### src/hw/rtl/itra_pkg.sv
// shared widths, character constants and digit mapping for the radix converter
`default_nettype none

package itra_pkg;

  localparam int VALUE_BITS = 32;
  localparam int RADIX_BITS = 6;
  localparam int CHAR_BITS  = 8;

  // input word: number then radix, padded to whole bytes
  localparam int IN_BITS  = ((VALUE_BITS + RADIX_BITS + 7) / 8) * 8;
  localparam int OUT_BITS = CHAR_BITS;

  // character store and counters
  localparam int BUF_DEPTH = VALUE_BITS;
  localparam int IDX_BITS  = $clog2(BUF_DEPTH);
  localparam int CNT_BITS  = $clog2(BUF_DEPTH + 1);
  localparam int BIT_BITS  = $clog2(VALUE_BITS);

  localparam logic [RADIX_BITS-1:0] RADIX_MIN = RADIX_BITS'(2);
  localparam logic [RADIX_BITS-1:0] RADIX_MAX = RADIX_BITS'(36);
  localparam logic [RADIX_BITS-1:0] RADIX_DEC = RADIX_BITS'(10);

  localparam logic [CHAR_BITS-1:0] CHAR_ZERO  = 8'h30;
  localparam logic [CHAR_BITS-1:0] CHAR_A     = 8'h61;
  localparam logic [CHAR_BITS-1:0] CHAR_MINUS = 8'h2d;
  localparam logic [CHAR_BITS-1:0] CHAR_NUL   = 8'h00;

  // digit value to lower-case ascii
  function automatic logic [CHAR_BITS-1:0] digit_code(input logic [RADIX_BITS-1:0] d);
    logic [CHAR_BITS-1:0] dx;
    dx = CHAR_BITS'(d);
    if (d < RADIX_DEC) begin
      return CHAR_ZERO + dx;
    end
    return CHAR_A + (dx - CHAR_BITS'(RADIX_DEC));
  endfunction

endpackage

`default_nettype wire

### src/hw/rtl/integer_to_radix_ascii.sv
// integer to ascii digit string converter, any radix from 2 to 36
//
//  channel  | dir | tdata (lsb up)               | tlast          | tuser
//  in_      | in  | number[31:0], radix[37:32]   | -              | -
//  out_     | out | char_code[7:0]              | last character | bad_radix
//
// each digit costs one bit-serial division by the radix in the shared
// shift/subtract unit, followed by a store of the digit
// all digits are formed first, then each character is read out of the
// character store into a register and presented
// bad radix and zero skip the division and give one character of readout
// reset is synchronous, active low, and returns the sequencer to idle
// in_tready is low from the accepted word until the last character is taken;
// a stalled out_tready simply holds the presented character
`default_nettype none

module integer_to_radix_ascii (
  input  wire                          clk,
  input  wire                          rst_n,
  input  wire                          in_tvalid,
  output logic                         in_tready,
  input  wire  [itra_pkg::IN_BITS-1:0] in_tdata,  // number, radix, zero pad
  output logic                         out_tvalid,
  input  wire                          out_tready,
  output logic [itra_pkg::OUT_BITS-1:0] out_tdata, // char_code
  output logic                         out_tlast,
  output logic                         out_tuser  // bad_radix
);
  import itra_pkg::*;

  typedef enum logic [5:0] {
    ST_IDLE  = 6'b000001,
    ST_DIV   = 6'b000010,
    ST_DIGIT = 6'b000100,
    ST_SIGN  = 6'b001000,
    ST_FETCH = 6'b010000,
    ST_SHOW  = 6'b100000
  } state_t;

  state_t state_r, state_nxt;

  // working value: dividend shifts out the top, quotient bits shift in below
  logic [VALUE_BITS-1:0] num_r, num_nxt;
  logic [RADIX_BITS-1:0] radix_r, radix_nxt;
  logic [RADIX_BITS-1:0] rem_r, rem_nxt;
  logic [BIT_BITS-1:0]   bit_r, bit_nxt;
  logic [CNT_BITS-1:0]   cnt_r, cnt_nxt;   // characters stored so far
  logic [IDX_BITS-1:0]   rd_r, rd_nxt;     // readout pointer, counts down
  logic                  neg_r, neg_nxt;
  logic                  bad_r, bad_nxt;

  // character store, least significant character at entry 0
  logic [CHAR_BITS-1:0] buf_mem [BUF_DEPTH];
  logic [CHAR_BITS-1:0] rd_data_r;
  logic                 wr_en;
  logic [IDX_BITS-1:0]  wr_addr;
  logic [CHAR_BITS-1:0] wr_data;

  // input fields
  logic [VALUE_BITS-1:0] in_number;
  logic [RADIX_BITS-1:0] in_radix;
  logic                  in_bad;
  logic                  in_neg;

  // shared restoring divide step
  logic [RADIX_BITS:0] trial;
  logic                take;
  logic [RADIX_BITS:0] diff;

  assign in_number = in_tdata[VALUE_BITS-1:0];
  assign in_radix  = in_tdata[VALUE_BITS +: RADIX_BITS];
  assign in_bad    = (in_radix < RADIX_MIN) || (in_radix > RADIX_MAX);
  assign in_neg    = (in_radix == RADIX_DEC) && in_number[VALUE_BITS-1];

  assign trial = {rem_r, num_r[VALUE_BITS-1]};
  assign take  = trial >= {1'b0, radix_r};
  assign diff  = trial - {1'b0, radix_r};

  assign in_tready  = (state_r == ST_IDLE);
  assign out_tvalid = (state_r == ST_SHOW);
  assign out_tdata  = rd_data_r;
  assign out_tlast  = (rd_r == '0);
  assign out_tuser  = bad_r;

  always_comb begin
    state_nxt = state_r;
    num_nxt   = num_r;
    radix_nxt = radix_r;
    rem_nxt   = rem_r;
    bit_nxt   = bit_r;
    cnt_nxt   = cnt_r;
    rd_nxt    = rd_r;
    neg_nxt   = neg_r;
    bad_nxt   = bad_r;
    wr_en     = 1'b0;
    wr_addr   = cnt_r[IDX_BITS-1:0];
    wr_data   = digit_code(rem_r);
    unique case (state_r)
      ST_IDLE: begin
        if (in_tvalid) begin
          radix_nxt = in_radix;
          neg_nxt   = in_neg;
          bad_nxt   = in_bad;
          rem_nxt   = '0;
          bit_nxt   = '0;
          rd_nxt    = '0;
          num_nxt   = in_neg ? ('0 - in_number) : in_number;
          priority if (in_bad) begin
            // one nul character flagged as an error
            wr_en     = 1'b1;
            wr_addr   = '0;
            wr_data   = CHAR_NUL;
            cnt_nxt   = CNT_BITS'(1);
            state_nxt = ST_FETCH;
          end else if (in_number == '0) begin
            wr_en     = 1'b1;
            wr_addr   = '0;
            wr_data   = CHAR_ZERO;
            cnt_nxt   = CNT_BITS'(1);
            state_nxt = ST_FETCH;
          end else begin
            cnt_nxt   = '0;
            state_nxt = ST_DIV;
          end
        end
      end
      ST_DIV: begin
        rem_nxt = take ? diff[RADIX_BITS-1:0] : trial[RADIX_BITS-1:0];
        num_nxt = {num_r[VALUE_BITS-2:0], take};
        bit_nxt = bit_r + BIT_BITS'(1);
        if (bit_r == BIT_BITS'(VALUE_BITS - 1)) begin
          state_nxt = ST_DIGIT;
        end
      end
      ST_DIGIT: begin
        // remainder is the next digit, quotient stays in num_r
        wr_en   = 1'b1;
        cnt_nxt = cnt_r + CNT_BITS'(1);
        rem_nxt = '0;
        bit_nxt = '0;
        priority if (num_r != '0) begin
          state_nxt = ST_DIV;
        end else if (neg_r) begin
          state_nxt = ST_SIGN;
        end else begin
          rd_nxt    = cnt_r[IDX_BITS-1:0];
          state_nxt = ST_FETCH;
        end
      end
      ST_SIGN: begin
        wr_en     = 1'b1;
        wr_data   = CHAR_MINUS;
        cnt_nxt   = cnt_r + CNT_BITS'(1);
        rd_nxt    = cnt_r[IDX_BITS-1:0];
        state_nxt = ST_FETCH;
      end
      ST_FETCH: begin
        state_nxt = ST_SHOW;
      end
      ST_SHOW: begin
        if (out_tready) begin
          if (rd_r == '0) begin
            state_nxt = ST_IDLE;
          end else begin
            rd_nxt    = rd_r - IDX_BITS'(1);
            state_nxt = ST_FETCH;
          end
        end
      end
      default: begin
        state_nxt = ST_IDLE;
      end
    endcase
  end

  always_ff @(posedge clk) begin
    if (!rst_n) begin
      state_r <= ST_IDLE;
      cnt_r   <= '0;
      rd_r    <= '0;
      bit_r   <= '0;
      neg_r   <= 1'b0;
      bad_r   <= 1'b0;
    end else begin
      state_r <= state_nxt;
      cnt_r   <= cnt_nxt;
      rd_r    <= rd_nxt;
      bit_r   <= bit_nxt;
      neg_r   <= neg_nxt;
      bad_r   <= bad_nxt;
    end
  end

  // datapath registers
  always_ff @(posedge clk) begin
    num_r   <= num_nxt;
    radix_r <= radix_nxt;
    rem_r   <= rem_nxt;
  end

  // character store: one write port, one registered read port
  always_ff @(posedge clk) begin
    if (wr_en) begin
      buf_mem[wr_addr] <= wr_data;
    end
    if (state_r == ST_FETCH) begin
      rd_data_r <= buf_mem[rd_r];
    end
  end

endmodule

`default_nettype wire

### config.mk
export PLATFORM = sky130hd
export DESIGN_NAME = integer_to_radix_ascii
export DESIGN_NICKNAME = d
export VERILOG_FILES = /design/src/hw/rtl/itra_pkg.sv /design/src/hw/rtl/integer_to_radix_ascii.sv
export SDC_FILE = /design/constraint.sdc
export NUM_CORES = 1
export LEC_CHECK = 0
export ABC_CLOCK_PERIOD_IN_PS = 8600
export BUFFER_PORTS_ARGS = -buffer_cell sky130_fd_sc_hd__buf_4
export CORE_MARGIN = 2
export CORE_UTILIZATION = 28
export DETAILED_ROUTE_END_ITERATION = 8
export GPL_TIMING_DRIVEN = 1
export MAX_ROUTING_LAYER = met4
export PLACE_DENSITY = 0.4
export SYNTH_ARGS = -nofsm -noshare
export SYNTH_HDL_FRONTEND = slang
export SYNTH_SLANG_ARGS = --single-unit
export TNS_END_PERCENT = 5
### constraint.sdc
create_clock -name clk -period 8.6 [get_ports clk]
set_input_delay 1.29 -clock clk [delete_from_list [all_inputs] [get_ports clk]]
set_output_delay 1.29 -clock clk [all_outputs]
set_load 0.005 [all_outputs]
# Word-level counts from Yosys, hierarchy flattened
# Memories as Yosys holds them, arrays and structs flattened. A register that Yosys moved wholly into a read port is not among the register bits.
# Index checks and enable logic that the tools add are counted.
op_classes:
  add_sub_neg: 8
  n_lt_le_gt_ge: 4
  eq_ne: 14
  mux: 43
  n_reduce_logical: 16
op_table:
  columns: ["op", "count"]
  rows:
  - ["$mux 5", 14]
  - ["$mux 32", 2]
  - ["$pmux 32 s2", 1]
  - ["$mux 8", 5]
  - ["$mux 6", 6]
  - ["$pmux 6 s6", 1]
  - ["$logic_not 32->1", 1]
  - ["$reduce_bool 32->1", 1]
  - ["$sub 1x32->32 const A", 1]
  - ["$pmux 5 s4", 1]
  - ["$pmux 6 s3", 1]
  - ["$pmux 8 s2", 1]
  - ["$pmux 5 s3", 1]
  - ["$eq 6x4->1 const B", 2]
  - ["$pmux 6 s2", 1]
  - ["$ne 2x2->1 const B", 5]
  - ["$add 7x8->8 const A", 1]
  - ["$mux 1", 8]
  - ["$reduce_and 2->1", 4]
  - ["$add 6x6->7 const A", 1]
  - ["$ge 7x6->1", 1]
  - ["$sub 6x4->7 const B", 1]
  - ["$add 6x1->6 const B", 1]
  - ["$eq 6x1->1 const B", 1]
  - ["22 further kinds", 23]
word_totals:
  reg_bits: 68
  mem_bits_rw: 256
  inputBits: 44
  memories: 1
mem_list:
  columns: ["memory", "depth", "width", "read_ports", "rd_clocked_by_memory_dff", "write_ports", "line_no", "text"]
  rows:
  - ["buf_mem", 32, 8, 1, 1, 1, "integer_to_radix_ascii.sv:53", "logic [CHAR_BITS-1:0] buf_mem [BUF_DEPTH];"]

# Longest topological paths before layout
logic_depth:
  depth_word: 7
  mapped_depth: 12
  ltp_nobuf: 9

# Worst setup path after synthesis
# Ideal clock, no wire load.
synth_timing:
  kind: "input port to flip-flop"
  start: "in in_tdata[33] (netlist bit)"
  end: "mem buf_mem[0][6] (data pin)"
  arrival_time_ns: 3.681
  path_slack_ns: 4.458
  stages: 6
  path_buffers: 0
  cell_sequence: "o21a_1 > o31ai_1 > a21bo_2 > o41a_1 > nand2_1 > nor3b_1"
synth_between:
  elab_chain_cells: 5
  elab_cells_between_ends: 6
synth_lines:
  columns: ["item", "line_no", "text"]
  rows:
  - ["from (decl)", "integer_to_radix_ascii.sv:22", "input wire [itra_pkg::IN_BITS-1:0] in_tdata,"]
  - ["$lt 6x2->1 / $gt 6x6->1 (equally long branches)", "integer_to_radix_ascii.sv:72", "assign in_bad = (in_radix < RADIX_MIN) || (in_radix > RADIX_MAX);"]
  - ["$logic_or 1x1->1 *", "integer_to_radix_ascii.sv:72", null]
  - ["$mux 8 *", "integer_to_radix_ascii.sv:108", "priority if (in_bad) begin"]
  - ["$mux 8 *", "integer_to_radix_ascii.sv:100", "if (in_tvalid) begin"]
  - ["$pmux 8 s2 *", "integer_to_radix_ascii.sv:98", "unique case (state_r)"]
  - ["via wr_data[6]", "integer_to_radix_ascii.sv:57", "logic [CHAR_BITS-1:0] wr_data;"]
  - ["to (decl)", "integer_to_radix_ascii.sv:53", null]
# The timed path passes the listed nets; every way through them passes the cells marked *.

# Worst setup path in the final report
layout_timing:
  start: "in in_tdata[7] (netlist bit)"
  end: "mem buf_mem[3][0] (enable)"
layout_between:
  elab_chain_cells: 7
  elab_cells_between_ends: 11
layout_lines:
  columns: ["item", "line_no", "text"]
  rows:
  - ["$logic_not 32->1 *", "integer_to_radix_ascii.sv:115", "end else if (in_number == '0) begin"]
  - ["$mux 1", "integer_to_radix_ascii.sv:115", null]
  - ["$mux 1", "integer_to_radix_ascii.sv:108", null]
  - ["$mux 1", "integer_to_radix_ascii.sv:100", null]
  - ["$pmux 1 s2", "integer_to_radix_ascii.sv:98", null]
  - ["$mux 1", "integer_to_radix_ascii.sv:203", "if (wr_en) begin"]
  - ["$mux 1 (implied by the code)", "integer_to_radix_ascii.sv:204", "buf_mem[wr_addr] <= wr_data;"]
# Mark *: on every way between the ends. The rest lies on a longest branch, timed or not.

==> results.json <==
{
  "yosysTopAreaCell": "edfxtp_1",
  "dp_hpwl_mm": 22.7,
  "hold_class": "register to register",
  "clkLatencyLatePin_ns": 0.55,
  "skew_ns": 0.0149,
  "netlist_instances": 922,
  "max_slew_margin_pct": 26.7,
  "synth_area_leaders": "edfxtp_1 64%, mux4_2 12%, dfxtp_1 3.2%",
  "ios": 56,
  "max_slew.worst_pin.slew_ns": 1.10,
  "path_class": "primary input to register",
  "post-cts-setup-buffers": 0,
  "worst_setup_path_end_kind": "register",
  "grt_max_degree": 66,
  "yosys_register_bits": 331,
  "die_y_um": 232,
  "p_leak_nw": 5.31,
  "synth.most_common_cell": "edfxtp_1",
  "r2r_end": "buf_mem[3][0]",
  "initial_core_util_pct": 28.3,
  "maxCapViolations": 0,
  "rsz0062_at_grt": "no",
  "fin_crit_sh_pct": 43.9,
  "die_area_mm2": 0.0536,
  "cp_max_fo": 8,
  "finalWirelength_mm": 35.8,
  "antenna-diode-count": 0,
  "io_buffers": 53,
  "grt_pass1_wl_mm": 54.1,
  "path_buf_inv": 1,
  "fin_nets": 1049,
  "die_w_um": 232,
  "report.final.hold_viol_count": 0,
  "slowest_stage": "nor2_1",
  "setup_slack_ns": 4.82,
  "cts_resized": 0,
  "critPathArrivalTime_ns": 3.95,
  "fin_util_pct": 33.1,
  "min_from": "bit_r[4]",
  "drtIter0Drc": 528,
  "route.detailed.drc": 0,
  "wl_per_cell_um": 21.1,
  "hold_path_depth": 2,
  "synth.net_count": 982,
  "cts_buffers": 39,
  "worst_ir_drop_vdd_mv": 0.165,
  "yosysWarnings": 0,
  "status": "completed",
  "synth_edf_count": 308,
  "antenna_found_initial": 0,
  "viasPerCell": 4.78,
  "core_area_mm2": 0.0513,
  "required_ns": 8.78,
  "rows": 83,
  "critPathLaunchType": "primary input",
  "clkSinkCount": 331,
  "syn_area_mm2": 0.0145,
  "setup_tns_ns": 0,
  "synth_commonest_cells": "308 x edfxtp_1, 80 x mux4_2, 70 x nor2_1",
  "r2r_cells": 8,
  "synth.avg_cell_area_um2": 15.7,
  "synth_top_area_share_pct": 63.8,
  "firstDrtPassIters": 5,
  "grt_usage_pct": 14.1,
  "clockRootBuffer": "clkbuf_16",
  "setup_viol": 0,
  "cts_buffer_depth": 3,
  "max_stage_delay_ns": 0.64,
  "gp_congestion": 0.755,
  "fin_crit_ns": 3.78,
  "drive_gt1_share_pct": 23.4,
  "cts_tree": "built",
  "overflow": 0,
  "crit_chain": "buf_4 -> nor4_1 -> and4_1 -> nand3_1 -> o41a_1 -> o31a_1 -> nor2_1",
  "r2r-start": "state_r[5]",
  "drv_slew": 0,
  "ys_types": 60,
  "clk_pin_slew_ns": 0.06,
  "antenna_left": 0,
  "ctsHoldBuffers": 0,
  "dp_worst_setup_slack_ns": 4.17,
  "power.density_mw_per_mm2": 291,
  "ff2ff_setup_slack_ns": 5.12,
  "min_to": "bit_r[4]",
  "vias": 8111,
  "ys.flop_type": "edfxtp_1",
  "ys_seq_area_share_pct": 67.0,
  "syn_to_final_growth_pct": 17.1,
  "critical_path.top_delay_family": "simple AND/OR/NAND/NOR gates",
  "grt_pass1_vias": 8522,
  "htreeDepth": 2,
  "async_reset_ff_share_pct": 0,
  "timing.fmax_mhz": 265
}
per-layer routing:
layer / vias up / share of wire [%] / track usage, %
li1: 3794 / - / -
met1: 4135 / 46 / 18.5
met2: 136 / 48 / 22.4
met3: 46 / 3.9 / 2.85
met4: 0 / 1.6 / 3.33
met5: - / 0 / -
layout make-up:
| class | count | area [um2] |
|---|---|---|
| well taps | 680 | 851 |
| multi-input cells | 526 | 4570 |
| fillers | 5052 | 34300 |
| flip-flops and latches | 331 | 9720 |
| clock inverters | 18 | 174 |
| clock buffers | 52 | 1070 |
| inverters | 21 | 78.8 |
| repair buffers | 70 | 526 |
flip-flops by register name (all words and copies together) (netlist names):
signal and count:
state_r 6, rem_r 6, out_tuser 1, num_r 32, radix_r 6, neg_r 1, buf_mem 256, bit_r 5
out_tdata 8, cnt_r 5, rd_r 5
worst max path at each step:
stage | endpoint | cells after the start | slack (ns) | from
after floorplan | buf_mem[0][6] | 6 | 4.46 | in_tdata[33]
after global placement | buf_mem[3][3] | 7 | 4.19 | in_tdata[7]
after detailed placement | buf_mem[3][3] | 7 | 4.17 | in_tdata[7]
after CTS | buf_mem[3][0] | 7 | 4.74 | in_tdata[7]
after global routing | buf_mem[3][2] | 7 | 4.51 | in_tdata[7]
final | buf_mem[3][0] | 7 | 4.82 | in_tdata[7]
layout by cell type, fill, tap and decap left out, types with 3 or more instances in the layout:
cell	netlist	layout
a2111oi_0	4	4
a21o_1	4	4
a21oi_1	30	29
a31o_2	3	3
a31oi_1	4	3
and3_1	5	5
buf_4	0	70
bufinv_16	0	3
clkbuf_1	36	10
clkbuf_16	0	40
clkinv_1	1	8
clkinv_2	0	5
dfxtp_1	23	21
edfxtp_1	308	308
ha_1	15	15
inv_1	20	20
mux2_2	8	8
mux4_2	80	80
nand2_1	67	67
nand2b_1	6	6
nand3_1	12	12
nand3b_1	7	7
nand4_1	11	11
nor2_1	70	68
nor2_2	3	4
nor2b_1	6	6
nor3_1	13	13
nor4_1	13	13
o21a_1	7	7
o21ai_0	53	50
o21ai_2	0	3
o31ai_1	18	18
o41ai_1	6	6
or2_2	3	3
or3_1	3	3
or4_1	3	3
xnor2_1	6	6
xor2_1	37	37
kinds of logic (layout without fill, tap and decap cells):
family | Yosys count | in the layout | synth area share [%]
AO/OA/AOI/OAI | 141 | 141 | 6.08
XOR/XNOR | 43 | 43 | 2.60
adder cells (fa/ha/maj) | 16 | 16 | 1.43
buffers and inverters | 65 | 161 | 1.79
flip-flops | 331 | 331 | 67.0
multiplexers | 89 | 89 | 13.1
AND/OR/NAND/NOR | 237 | 237 | 8.03
through the flow:
| stage | instance area, um2 | hold slack (ns) | power [mW] | cells |
|---|---|---|---|---|
| 6_report | 17000 | 0.468 | 4.94 | 1698 |
| 2_1_floorplan | 14500 | 0.436 | 2.90 | 922 |
| 3_5_place_dp | 15700 | 0.459 | 3.39 | 1628 |
| 4_1_cts | 17000 | 0.468 | 5.03 | 1698 |
| 3_3_place_gp | 15700 | 0.459 | 3.38 | 1628 |
| 5_1_grt | 17000 | 0.485 | 5.19 | 1698 |
tightest hold or removal path, delay by kind of cell (launching register included):
kind | cells | cell delay, ns
compound gates | 1 | 0.06
flops | 1 | 0.31
simple gates | 1 | 0.06
power by group:
part | internal (mW) | switching (mW) | leakage (nW)
clock network | 0.961 | 0.655 | 0.604
registers | 2.21 | 0.0686 | 3.00
logic | 0.299 | 0.741 | 1.70
total | 3.48 | 1.46 | 5.31
No activity file was read; power rests on OpenSTA's default activity.
